$ cat src/design/sclw_pkg.sv
// Shared types and constants for the display RAM write-window command decoder.
// Used by sclw_front, sclw_act_queue, sclw_back and the top level; no dependencies.
package sclw_pkg;

  // Display geometry
  localparam int ROWS    = 320;
  localparam int COLS    = 240;
  localparam int COL_W   = 8;
  localparam int ROW_W   = 9;
  localparam int ADDR_W  = 17;
  localparam int PIX_CNT = ROWS * COLS;

  // Reciprocal constants for reducing a 16-bit word modulo COLS or ROWS
  localparam int COL_SH  = 16 + $clog2(COLS);
  localparam int ROW_SH  = 16 + $clog2(ROWS);
  localparam int COL_MUL = ((1 << COL_SH) + COLS - 1) / COLS;
  localparam int ROW_MUL = ((1 << ROW_SH) + ROWS - 1) / ROWS;
  localparam int MUL_W   = 17;

  // Action queue depth
  localparam int AQ_DEPTH = 4;
  localparam int AQ_AW    = $clog2(AQ_DEPTH);

  // Command words
  localparam logic [15:0] CMD_NOP       = 16'h0000;
  localparam logic [15:0] CMD_WAKE      = 16'h0011;
  localparam logic [15:0] CMD_DISP_ON   = 16'h0029;
  localparam logic [15:0] CMD_COL_WIN   = 16'h002A;
  localparam logic [15:0] CMD_ROW_WIN   = 16'h002B;
  localparam logic [15:0] CMD_MEM_WRITE = 16'h002C;
  localparam logic [15:0] CMD_ADDR_MODE = 16'h0036;
  localparam logic [15:0] CMD_PIX_FMT   = 16'h003A;

  // Pixel format code for 16 bits per pixel
  localparam logic [2:0] PIXFMT_16BPP = 3'd5;

  // Status codes
  localparam logic [1:0] ST_OK         = 2'd0;
  localparam logic [1:0] ST_UNKNOWN    = 2'd1;
  localparam logic [1:0] ST_BAD_PIXFMT = 2'd2;

  // Input opcodes
  localparam logic OP_BYTE    = 1'b0;
  localparam logic OP_DC_LINE = 1'b1;

  // Work handed from the decoder to the executor
  typedef enum logic [2:0] {
    ACT_REPORT,
    ACT_COL_WIN,
    ACT_ROW_WIN,
    ACT_HOME,
    ACT_PIXEL
  } act_e;

  typedef struct packed {
    act_e        act;
    logic [1:0]  status;
    logic [15:0] word0;
    logic [15:0] word1;
  } act_t;

  typedef struct packed {
    logic       op;
    logic       dc_level;
    logic [7:0] data_byte;
  } in_t;

  typedef struct packed {
    logic              pixel_write;
    logic [ADDR_W-1:0] pixel_address;
    logic [15:0]       pixel_value;
    logic [1:0]        status;
  } res_t;

endpackage

$ cat src/design/spi_lcd_command_window_writer.sv
// Top level of the display RAM write-window command decoder.
// Depends on sclw_pkg, sclw_front, sclw_act_queue and sclw_back.
//
// Takes one request per clock (serial byte or command/data line change) and
// gives exactly one result per request, in order: a pixel write inside the
// current column/row window, a status code, or an all-zero result. Both sides
// are queues: push while full is low, pop while empty is low. On its way to
// the result ports a request is first written by the decoder as an action
// into a four-entry action queue, then loaded into the reciprocal multiply
// stage that reduces window bounds, and then the window/cursor update and
// the pixel address are written into a two-entry result queue. Sustained
// rate is one request per clock as long as results are popped.
module spi_lcd_command_window_writer (
  input  logic            clk_i,
  input  logic            rst_ni,
  input  logic            push,
  output logic            full,
  input  sclw_pkg::in_t   in_item_i,
  output logic            empty,
  input  logic            pop,
  output sclw_pkg::res_t  res_o
);

  logic           acc;
  logic           aq_valid;
  logic           aq_pop;
  sclw_pkg::act_t act_in;
  sclw_pkg::act_t act_out;

  assign acc = push && !full;

  // Decoder
  sclw_front u_front (
    .clk_i  (clk_i),
    .rst_ni (rst_ni),
    .acc_i  (acc),
    .in_i   (in_item_i),
    .act_o  (act_in)
  );

  // Decoupling queue
  sclw_act_queue u_act_queue (
    .clk_i   (clk_i),
    .rst_ni  (rst_ni),
    .push_i  (acc),
    .wdata_i (act_in),
    .full_o  (full),
    .pop_i   (aq_pop),
    .valid_o (aq_valid),
    .rdata_o (act_out)
  );

  // Executor
  sclw_back u_back (
    .clk_i      (clk_i),
    .rst_ni     (rst_ni),
    .aq_valid_i (aq_valid),
    .aq_data_i  (act_out),
    .aq_pop_o   (aq_pop),
    .pop_i      (pop),
    .empty_o    (empty),
    .res_o      (res_o)
  );

endmodule

$ cat src/design/sclw_front.sv
// Front end: pairs bytes into words, tracks the command and parameters,
// and turns every request into one action. Depends on sclw_pkg.
module sclw_front (
  input  logic            clk_i,
  input  logic            rst_ni,
  input  logic            acc_i,
  input  sclw_pkg::in_t   in_i,
  output sclw_pkg::act_t  act_o
);

  logic        data_mode_q, data_mode_d;
  logic        second_q, second_d;
  logic [15:0] cmd_q, cmd_d;
  logic [1:0]  pc_q, pc_d;
  logic [15:0] pw_q [2];
  logic [15:0] pw_d [2];
  logic        idx;

  assign idx = pc_q[0];

  // Word assembly and command dispatch
  always_comb begin
    data_mode_d = data_mode_q;
    second_d    = second_q;
    cmd_d       = cmd_q;
    pc_d        = pc_q;
    pw_d[0]     = pw_q[0];
    pw_d[1]     = pw_q[1];
    act_o       = '{act: sclw_pkg::ACT_REPORT, status: sclw_pkg::ST_OK,
                    word0: 16'h0000, word1: 16'h0000};
    if (acc_i) begin
      if (in_i.op == sclw_pkg::OP_DC_LINE) begin
        data_mode_d = in_i.dc_level;
        second_d    = 1'b0;
      end else begin
        if (!data_mode_q) begin
          // command words: low byte first
          if (second_q) begin
            cmd_d = cmd_q | {in_i.data_byte, 8'h00};
          end else begin
            cmd_d = {8'h00, in_i.data_byte};
          end
          pc_d = 2'd0;
        end else begin
          // parameter words: high byte first
          if (second_q) begin
            pw_d[idx] = pw_q[idx] | {8'h00, in_i.data_byte};
            pc_d      = pc_q + 2'd1;
          end else begin
            pw_d[idx] = {in_i.data_byte, 8'h00};
          end
        end
        second_d = !second_q;

        // word complete: decide what the back end does
        if (second_q) begin
          case (cmd_d)
            sclw_pkg::CMD_NOP, sclw_pkg::CMD_WAKE, sclw_pkg::CMD_DISP_ON: begin
              pc_d = 2'd0;
            end
            sclw_pkg::CMD_COL_WIN: begin
              if (pc_d >= 2'd2) begin
                act_o.act   = sclw_pkg::ACT_COL_WIN;
                act_o.word0 = pw_d[0];
                act_o.word1 = pw_d[1];
                pc_d        = 2'd0;
              end
            end
            sclw_pkg::CMD_ROW_WIN: begin
              if (pc_d >= 2'd2) begin
                act_o.act   = sclw_pkg::ACT_ROW_WIN;
                act_o.word0 = pw_d[0];
                act_o.word1 = pw_d[1];
                pc_d        = 2'd0;
              end
            end
            sclw_pkg::CMD_ADDR_MODE: begin
              if (pc_d >= 2'd1) begin
                pc_d = 2'd0;
              end
            end
            sclw_pkg::CMD_PIX_FMT: begin
              if (pc_d >= 2'd1) begin
                if (pw_d[0][10:8] != sclw_pkg::PIXFMT_16BPP) begin
                  act_o.status = sclw_pkg::ST_BAD_PIXFMT;
                end
                pc_d = 2'd0;
              end
            end
            sclw_pkg::CMD_MEM_WRITE: begin
              if (pc_d == 2'd0) begin
                act_o.act = sclw_pkg::ACT_HOME;
              end else begin
                act_o.act   = sclw_pkg::ACT_PIXEL;
                act_o.word0 = pw_d[0];
                pc_d        = 2'd0;
              end
            end
            default: begin
              act_o.status = sclw_pkg::ST_UNKNOWN;
              pc_d         = 2'd0;
            end
          endcase
        end
      end
    end
  end

  // State registers
  always_ff @(posedge clk_i or negedge rst_ni) begin
    if (!rst_ni) begin
      data_mode_q <= 1'b0;
      second_q    <= 1'b0;
      cmd_q       <= sclw_pkg::CMD_NOP;
      pc_q        <= 2'd0;
      pw_q[0]     <= 16'h0000;
      pw_q[1]     <= 16'h0000;
    end else begin
      data_mode_q <= data_mode_d;
      second_q    <= second_d;
      cmd_q       <= cmd_d;
      pc_q        <= pc_d;
      pw_q[0]     <= pw_d[0];
      pw_q[1]     <= pw_d[1];
    end
  end

endmodule

$ cat src/design/sclw_act_queue.sv
// Short queue of actions between the decoder and the executor.
// Depends on sclw_pkg.
module sclw_act_queue (
  input  logic            clk_i,
  input  logic            rst_ni,
  input  logic            push_i,
  input  sclw_pkg::act_t  wdata_i,
  output logic            full_o,
  input  logic            pop_i,
  output logic            valid_o,
  output sclw_pkg::act_t  rdata_o
);

  sclw_pkg::act_t             mem_q [sclw_pkg::AQ_DEPTH];
  logic [sclw_pkg::AQ_AW-1:0] wp_q, rp_q;
  logic [sclw_pkg::AQ_AW:0]   cnt_q, cnt_d;
  logic                       wr, rd;

  assign full_o  = (cnt_q == (sclw_pkg::AQ_AW + 1)'(sclw_pkg::AQ_DEPTH));
  assign valid_o = (cnt_q != '0);
  assign rdata_o = mem_q[rp_q];
  assign wr      = push_i && !full_o;
  assign rd      = pop_i && valid_o;

  // Occupancy
  always_comb begin
    cnt_d = cnt_q;
    if (wr && !rd) begin
      cnt_d = cnt_q + 1'b1;
    end else if (rd && !wr) begin
      cnt_d = cnt_q - 1'b1;
    end
  end

  // Pointers
  always_ff @(posedge clk_i or negedge rst_ni) begin
    if (!rst_ni) begin
      wp_q  <= '0;
      rp_q  <= '0;
      cnt_q <= '0;
    end else begin
      cnt_q <= cnt_d;
      if (wr) begin
        wp_q <= wp_q + 1'b1;
      end
      if (rd) begin
        rp_q <= rp_q + 1'b1;
      end
    end
  end

  // Entries
  always_ff @(posedge clk_i) begin
    if (wr) begin
      mem_q[wp_q] <= wdata_i;
    end
  end

`ifndef SYNTHESIS
  a_cnt_bound: assert property (@(posedge clk_i) disable iff (!rst_ni)
    32'(cnt_q) <= sclw_pkg::AQ_DEPTH)
    else $error("action queue overfilled");
`endif

endmodule

$ cat src/design/sclw_back.sv
// Back end: reduces window bounds modulo the display size, keeps the window
// and cursor, forms the result and buffers it. Depends on sclw_pkg.
module sclw_back (
  input  logic            clk_i,
  input  logic            rst_ni,
  input  logic            aq_valid_i,
  input  sclw_pkg::act_t  aq_data_i,
  output logic            aq_pop_o,
  input  logic            pop_i,
  output logic            empty_o,
  output sclw_pkg::res_t  res_o
);

  // Reduce x modulo ROWS or COLS given a quotient estimate
  function automatic logic [15:0] mod_fix(logic [15:0] x, logic [15:0] q, logic is_row);
    logic [25:0] qd;
    logic [25:0] dv;
    logic [25:0] t;
    qd = is_row ? 26'(q) * 26'(sclw_pkg::ROWS) : 26'(q) * 26'(sclw_pkg::COLS);
    dv = is_row ? 26'(sclw_pkg::ROWS) : 26'(sclw_pkg::COLS);
    t  = 26'(x) - qd;
    if (t >= dv) begin
      t = t - dv;
    end
    return t[15:0];
  endfunction

  // Stage 1: quotient estimates
  logic                          is_row_s0;
  logic [sclw_pkg::MUL_W-1:0]    mul_s0;
  logic [32:0]                   prod0_s0, prod1_s0;
  logic [15:0]                   q0_s0, q1_s0;
  sclw_pkg::act_t                s1_q;
  logic [15:0]                   s1_q0_q, s1_q1_q;
  logic                          s1_valid_q;
  logic                          s1_load, s2_fire;

  // Stage 2: window and cursor state
  logic [sclw_pkg::COL_W-1:0]    col_cur_q, col_cur_d, col_first_q, col_first_d;
  logic [sclw_pkg::COL_W-1:0]    col_last_q, col_last_d;
  logic [sclw_pkg::ROW_W-1:0]    row_cur_q, row_cur_d, row_first_q, row_first_d;
  logic [sclw_pkg::ROW_W-1:0]    row_last_q, row_last_d;
  logic                          is_row_s1;
  logic [15:0]                   r0_s1, r1_s1;
  logic [sclw_pkg::COL_W:0]      c_next;
  logic [sclw_pkg::ROW_W:0]      r_next;
  sclw_pkg::res_t                res_d;

  // Result queue
  sclw_pkg::res_t                rq_mem_q [2];
  logic                          rq_wp_q, rq_rp_q;
  logic [1:0]                    rq_cnt_q;
  logic                          rq_full, rq_rd;

  assign rq_full  = (rq_cnt_q == 2'd2);
  assign empty_o  = (rq_cnt_q == 2'd0);
  assign rq_rd    = pop_i && !empty_o;
  assign res_o    = rq_mem_q[rq_rp_q];

  assign s2_fire  = s1_valid_q && !rq_full;
  assign s1_load  = aq_valid_i && (!s1_valid_q || s2_fire);
  assign aq_pop_o = s1_load;

  // Reciprocal multiply for both window bounds
  assign is_row_s0 = (aq_data_i.act == sclw_pkg::ACT_ROW_WIN);
  assign mul_s0    = is_row_s0 ? sclw_pkg::MUL_W'(sclw_pkg::ROW_MUL)
                               : sclw_pkg::MUL_W'(sclw_pkg::COL_MUL);
  assign prod0_s0  = 33'(aq_data_i.word0) * 33'(mul_s0);
  assign prod1_s0  = 33'(aq_data_i.word1) * 33'(mul_s0);
  assign q0_s0     = is_row_s0 ? 16'(prod0_s0 >> sclw_pkg::ROW_SH)
                               : 16'(prod0_s0 >> sclw_pkg::COL_SH);
  assign q1_s0     = is_row_s0 ? 16'(prod1_s0 >> sclw_pkg::ROW_SH)
                               : 16'(prod1_s0 >> sclw_pkg::COL_SH);

  always_ff @(posedge clk_i or negedge rst_ni) begin
    if (!rst_ni) begin
      s1_valid_q <= 1'b0;
    end else if (s1_load) begin
      s1_valid_q <= 1'b1;
    end else if (s2_fire) begin
      s1_valid_q <= 1'b0;
    end
  end

  always_ff @(posedge clk_i) begin
    if (s1_load) begin
      s1_q    <= aq_data_i;
      s1_q0_q <= q0_s0;
      s1_q1_q <= q1_s0;
    end
  end

  // Remainders for the window bounds
  assign is_row_s1 = (s1_q.act == sclw_pkg::ACT_ROW_WIN);
  assign r0_s1     = mod_fix(s1_q.word0, s1_q0_q, is_row_s1);
  assign r1_s1     = mod_fix(s1_q.word1, s1_q1_q, is_row_s1);

  // Cursor step: column first, then row, wrapping to the window start
  always_comb begin
    c_next = {1'b0, col_cur_q} + 1'b1;
    r_next = {1'b0, row_cur_q};
    if (c_next > {1'b0, col_last_q}) begin
      r_next = {1'b0, row_cur_q} + 1'b1;
      c_next = {1'b0, col_first_q};
    end
    if (r_next > {1'b0, row_last_q}) begin
      r_next = {1'b0, row_first_q};
    end
  end

  // Action execution and result formation
  always_comb begin
    col_cur_d   = col_cur_q;
    col_first_d = col_first_q;
    col_last_d  = col_last_q;
    row_cur_d   = row_cur_q;
    row_first_d = row_first_q;
    row_last_d  = row_last_q;
    res_d       = '0;
    if (s2_fire) begin
      case (s1_q.act)
        sclw_pkg::ACT_REPORT: begin
          res_d.status = s1_q.status;
        end
        sclw_pkg::ACT_COL_WIN: begin
          col_first_d = sclw_pkg::COL_W'(r0_s1);
          col_cur_d   = sclw_pkg::COL_W'(r0_s1);
          col_last_d  = sclw_pkg::COL_W'(r1_s1);
        end
        sclw_pkg::ACT_ROW_WIN: begin
          row_first_d = sclw_pkg::ROW_W'(r0_s1);
          row_cur_d   = sclw_pkg::ROW_W'(r0_s1);
          row_last_d  = sclw_pkg::ROW_W'(r1_s1);
        end
        sclw_pkg::ACT_HOME: begin
          col_cur_d = col_first_q;
          row_cur_d = row_first_q;
        end
        sclw_pkg::ACT_PIXEL: begin
          res_d.pixel_write   = 1'b1;
          res_d.pixel_address = sclw_pkg::ADDR_W'(col_cur_q)
                              + sclw_pkg::ADDR_W'(row_cur_q)
                              * sclw_pkg::ADDR_W'(sclw_pkg::COLS);
          res_d.pixel_value   = s1_q.word0;
          col_cur_d           = c_next[sclw_pkg::COL_W-1:0];
          row_cur_d           = r_next[sclw_pkg::ROW_W-1:0];
        end
        default: begin
          res_d = '0;
        end
      endcase
    end
  end

  always_ff @(posedge clk_i or negedge rst_ni) begin
    if (!rst_ni) begin
      col_cur_q   <= '0;
      col_first_q <= '0;
      col_last_q  <= sclw_pkg::COL_W'(sclw_pkg::COLS - 1);
      row_cur_q   <= '0;
      row_first_q <= '0;
      row_last_q  <= sclw_pkg::ROW_W'(sclw_pkg::ROWS - 1);
    end else begin
      col_cur_q   <= col_cur_d;
      col_first_q <= col_first_d;
      col_last_q  <= col_last_d;
      row_cur_q   <= row_cur_d;
      row_first_q <= row_first_d;
      row_last_q  <= row_last_d;
    end
  end

  // Result queue control
  always_ff @(posedge clk_i or negedge rst_ni) begin
    if (!rst_ni) begin
      rq_wp_q  <= 1'b0;
      rq_rp_q  <= 1'b0;
      rq_cnt_q <= 2'd0;
    end else begin
      if (s2_fire) begin
        rq_wp_q <= !rq_wp_q;
      end
      if (rq_rd) begin
        rq_rp_q <= !rq_rp_q;
      end
      if (s2_fire && !rq_rd) begin
        rq_cnt_q <= rq_cnt_q + 2'd1;
      end else if (rq_rd && !s2_fire) begin
        rq_cnt_q <= rq_cnt_q - 2'd1;
      end
    end
  end

  always_ff @(posedge clk_i) begin
    if (s2_fire) begin
      rq_mem_q[rq_wp_q] <= res_d;
    end
  end

`ifndef SYNTHESIS
  a_row_in_display: assert property (@(posedge clk_i) disable iff (!rst_ni)
    32'(row_cur_q) < sclw_pkg::ROWS)
    else $error("row cursor left the display");

  a_col_in_display: assert property (@(posedge clk_i) disable iff (!rst_ni)
    32'(col_cur_q) < sclw_pkg::COLS)
    else $error("column cursor left the display");

  a_pixel_addr: assert property (@(posedge clk_i) disable iff (!rst_ni)
    (s2_fire && s1_q.act == sclw_pkg::ACT_PIXEL) |->
      32'(res_d.pixel_address) < sclw_pkg::PIX_CNT)
    else $error("pixel address beyond frame memory");
`endif

endmodule
$ cat config.mk
export PLATFORM = sky130hd
export DESIGN_NAME = spi_lcd_command_window_writer
export DESIGN_NICKNAME = d
export VERILOG_FILES = /design/src/design/sclw_pkg.sv /design/src/design/spi_lcd_command_window_writer.sv /design/src/design/sclw_front.sv /design/src/design/sclw_act_queue.sv /design/src/design/sclw_back.sv
export SDC_FILE = /design/constraint.sdc
export NUM_CORES = 1
export LEC_CHECK = 0
export BUFFER_PORTS_ARGS = -buffer_cell sky130_fd_sc_hd__buf_2
export CORE_MARGIN = 8
export CORE_UTILIZATION = 25
export DETAILED_ROUTE_END_ITERATION = 12
export GPL_ROUTABILITY_DRIVEN = 0
export PLACE_DENSITY_LB_ADDON = 0.25
export SLEW_MARGIN = 20
export SYNTH_ARGS = -nofsm -noshare
export SYNTH_HDL_FRONTEND = slang
export SYNTH_SLANG_ARGS = --single-unit
$ cat constraint.sdc
create_clock -name clk_i -period 11.95 [get_ports clk_i]
set_input_delay 1.7925 -clock clk_i [delete_from_list [all_inputs] [get_ports clk_i]]
set_output_delay 1.7925 -clock clk_i [all_outputs]
set_load 0.1 [all_outputs]
==> results.txt <==
----------------------------------------------------
[Place]
  DP Cell Count ... 4322
  Post-detailed-placement half-perimeter wirelength ... 54300 µm
  Total of buffers placed on input and output ports ... 51

[STA]
  RSZ-0062 raised after global routing ... false
  Slew of the pin with the lowest slew margin ... 1.02 ns
  Worst rel slew slack ... 31.7%
  Number of pins exceeding their max-slew limit in the final report ... 0
  Final hold violation count ... 0
  Achievable frequency ... 0.122 GHz
  Number of setup violations in the final report ... 0
  Setup Skew ... 0.0363 ns
  Total negative slack ... 0 ns
  Period utilization ... 68.5%
  Post-route minimum period ... 8.18 ns

[Clock tree]
  Hold buffer count at CTS ... 0
  Maximum count of clock buffers along a single path ... 3
  Clock network latency to the later pin of the worst-skew pair ... 0.61 ns
  TritonCTS clock tree ... built
  H-tree lvl count ... 2
  Post-CTS sizing ... 0
  Total clock buffers created by CTS ... 45
  Buffer count from post-CTS setup fixing ... 0
  Buffer type at the clock tree root ... clkbuf_16
  Sinks on Clock Net ... 390
  Clock slew seen by the registers of the worst setup and hold paths ... 0.06 ns

[Synthesis]
  Synth cell count leaders ... inv_1, ha_1, edfxtp_1
  Portion of the post-synthesis area used by sequential elements ... 37.3%
  Top area cells in the synthesized netlist ... edfxtp_1, ha_1, fa_1
  Mapped cell area ... 29900 µm²
  Primary flip-flop cell chosen by synthesis mapping ... edfxtp_1
  Synthesized netlist net count ... 3289
  Flops & latches, synth ... 390
  Proportion of register bits with asynchronous set or reset after synthesis ... 29.5%
  Cell type with the highest aggregate area in the netlist ... edfxtp_1
  Synth Instances ... 2708
  Netlist cell types ... 90
  Proportion of netlist area held by the largest area contributor ... 27.6%
  Number of enable-type register cells in the synthesized netlist ... 275
  Count of synthesis-stage warnings from yosys ... 0
  Mean cell area of the mapped netlist ... 11.0 µm²
  Leading cell type by number of instances after synthesis ... inv_1

[Final layout]
  Share of post-route cells with drive strength above 1 ... 11.1%
  Seq. cell area ... 11200 µm²
  Layout Nets ... 3338
  Final Non-Filler Cells ... 4406
  Number of diodes ... 0
  Signed area change from the synthesized netlist to the final layout ... 12.4%
  Area taken by multi-input logic gates ... 16900 µm²
  Filler Cell Count ... 12500

[Drt]
  Residual antenna-violating net count after detailed routing ... 0
  Number of DRC markers after the initial detailed-route iteration ... 1016
  DRC violations left ... 0
  Wire length per cell ... 15.9 µm
  Overall via count from detail_route ... 19200
  Vias/cell ... 4.36
  First-pass DRT Iterations ... 5
  DRT Wirelength ... 70100 µm

[Critical path]
  Critical path type ... register to register
  Kind of end point of the critical path ... register
  Critical Path RT ... 12.30 ns
  Critical Path Start Type ... register
  Maximum fanout count along the critical path ... 30
  Data arrival at the endpoint of the critical path ... 8.53 ns

[Die]
  Starting Density ... 25.1%
  Die outline area ... 131000 µm²
  # rows ... 127
  Height of the die ... 362 µm
  I/O pins ... 52
  Width of the die ... 362 µm
  Core area ... 119000 µm²

[GRT]
  Aggregate global-route resource usage ... 10.7%
  Initial antenna violation count ... 0
  First-pass GRT wire length ... 113000 µm
  Vias in the first global route ... 20200
  Maximum number of pins on one net before global-route repair ... 65
  Aggregate global routing overflow ... 0

[Flow run]
  Max-Cap Viols ... 0

[Run status]
  Result of the run ... finished, final reports clean

[Hold path]
  HP Class ... register to register

----------------------------------------------------
[logic make-up after synthesis]
group | after synthesis | synth area share (%)
adder cells (fa/ha/maj) | 567 | 28.5
AO/OA/AOI/OAI | 439 | 9.20
flip-flops | 390 | 37.3
XOR/XNOR | 86 | 2.52
multiplexers | 138 | 6.50
buffers and inverters | 506 | 6.45
AND/OR/NAND/NOR | 582 | 9.54
[final cells by class]
type | count | share of cell area (%)
inverters | 432 | 4.84
flip-flops and latches | 390 | 33.2
multi-input cells | 1812 | 50.2
clock buffers | 63 | 3.83
repair buffers | 76 | 1.32
clock inverters | 21 | 0.633
well taps | 1612 | 6.00
[metrics by stage]
step / setup WS (ns) / cell area [µm²] / utilization [%] / hold WS, ns
2_1_floorplan: 4.75 / 29900 / - / 0.442
3_3_place_gp: 3.90 / 32100 / 26.9 / 0.454
3_5_place_dp: 3.70 / 32100 / 26.9 / 0.452
4_1_cts: 3.68 / 33600 / 28.2 / 0.462
5_1_grt: 3.10 / 33600 / 28.2 / 0.469
6_report: 3.77 / 33600 / 28.2 / 0.463
[critical path, stage by stage (launching register included)]
cell,delay [ns]
dfrtp_2,0.46
mux4_2,0.57
nor3b_4,0.73
buf_4,0.46
and2_1,0.19
ha_1,0.18
inv_1,0.07
fa_1,0.53
fa_1,0.51
inv_1,0.08
fa_1,0.52
fa_1,0.54
inv_1,0.06
fa_1,0.52
inv_1,0.04
ha_1,0.33
nand4_1,0.11
nor4_1,0.51
nand4_1,0.16
a21oi_1,0.37
nor2_1,0.14
o21ai_0,0.31
a21oi_1,0.19
o221a_2,0.31
[metal layers]
layer | track usage [%] | wire length [µm]
met5 | 0 | 0
met4 | 2.43 | 1260
met3 | 1.47 | 1970
met2 | 17.7 | 32500
met1 | 14.8 | 34300
[worst paths after layout]
| path | depth (start not counted) | start | slack [ns] | to |
|---|---|---|---|---|
| hold reg to reg | 2 | u_back.col_last_q[0] | 0.46 | u_back.col_last_q[0] |
| min in group asynchronous | 1 | rst_ni | 1.25 | u_act_queue.wp_q[1] |
| hold / removal | 2 | u_back.col_last_q[0] | 0.46 | u_back.col_last_q[0] |
| max in group asynchronous | 2 | rst_ni | 9.28 | u_back.rq_rp_q |
| setup / recovery | 23 | u_act_queue.rp_q[0] | 3.77 | u_back.s1_q1_q[6] |
| setup reg to reg | 23 | u_act_queue.rp_q[0] | 3.77 | u_back.s1_q1_q[6] |
[cell usage in the layout, fill, tap and decap left out, drive strengths merged, types with 15 or more instances in the layout]
master | Yosys | layout
ha | 376 | 376
o21ai | 107 | 107
clkbuf | 57 | 63
mux4 | 37 | 37
nand2 | 151 | 151
nor3 | 31 | 31
mux2i | 23 | 23
a21o | 34 | 34
a21oi | 147 | 147
xor2 | 36 | 36
nand2b | 16 | 16
edfxtp | 275 | 275
nand3 | 36 | 36
dfrtp | 101 | 101
and2 | 47 | 47
mux2 | 78 | 78
nor2 | 164 | 164
buf | 17 | 76
xnor2 | 50 | 50
a31oi | 18 | 18
and3 | 32 | 32
inv | 431 | 436
nor2b | 23 | 23
nand4 | 15 | 15
o21a | 18 | 18
or3 | 15 | 15
fa | 191 | 191
[sequential cells by signal, indices dropped and copies added (netlist names), 9 cells and up]
| register | count |
|---|---|
| u_back.rq_mem_q | 72 |
| u_back.row_last_q | 9 |
| u_back.s1_q | 37 |
| u_front.pw_q | 32 |
| u_act_queue.mem_q | 148 |
| u_front.cmd_q | 16 |
| u_back.s1_q1_q | 9 |
| u_back.row_first_q | 9 |
| u_back.s1_q0_q | 9 |
| u_back.row_cur_q | 9 |
Power is not shown: default switching activity piles up to over one toggle a cycle in this logic, so the estimate is an artifact.
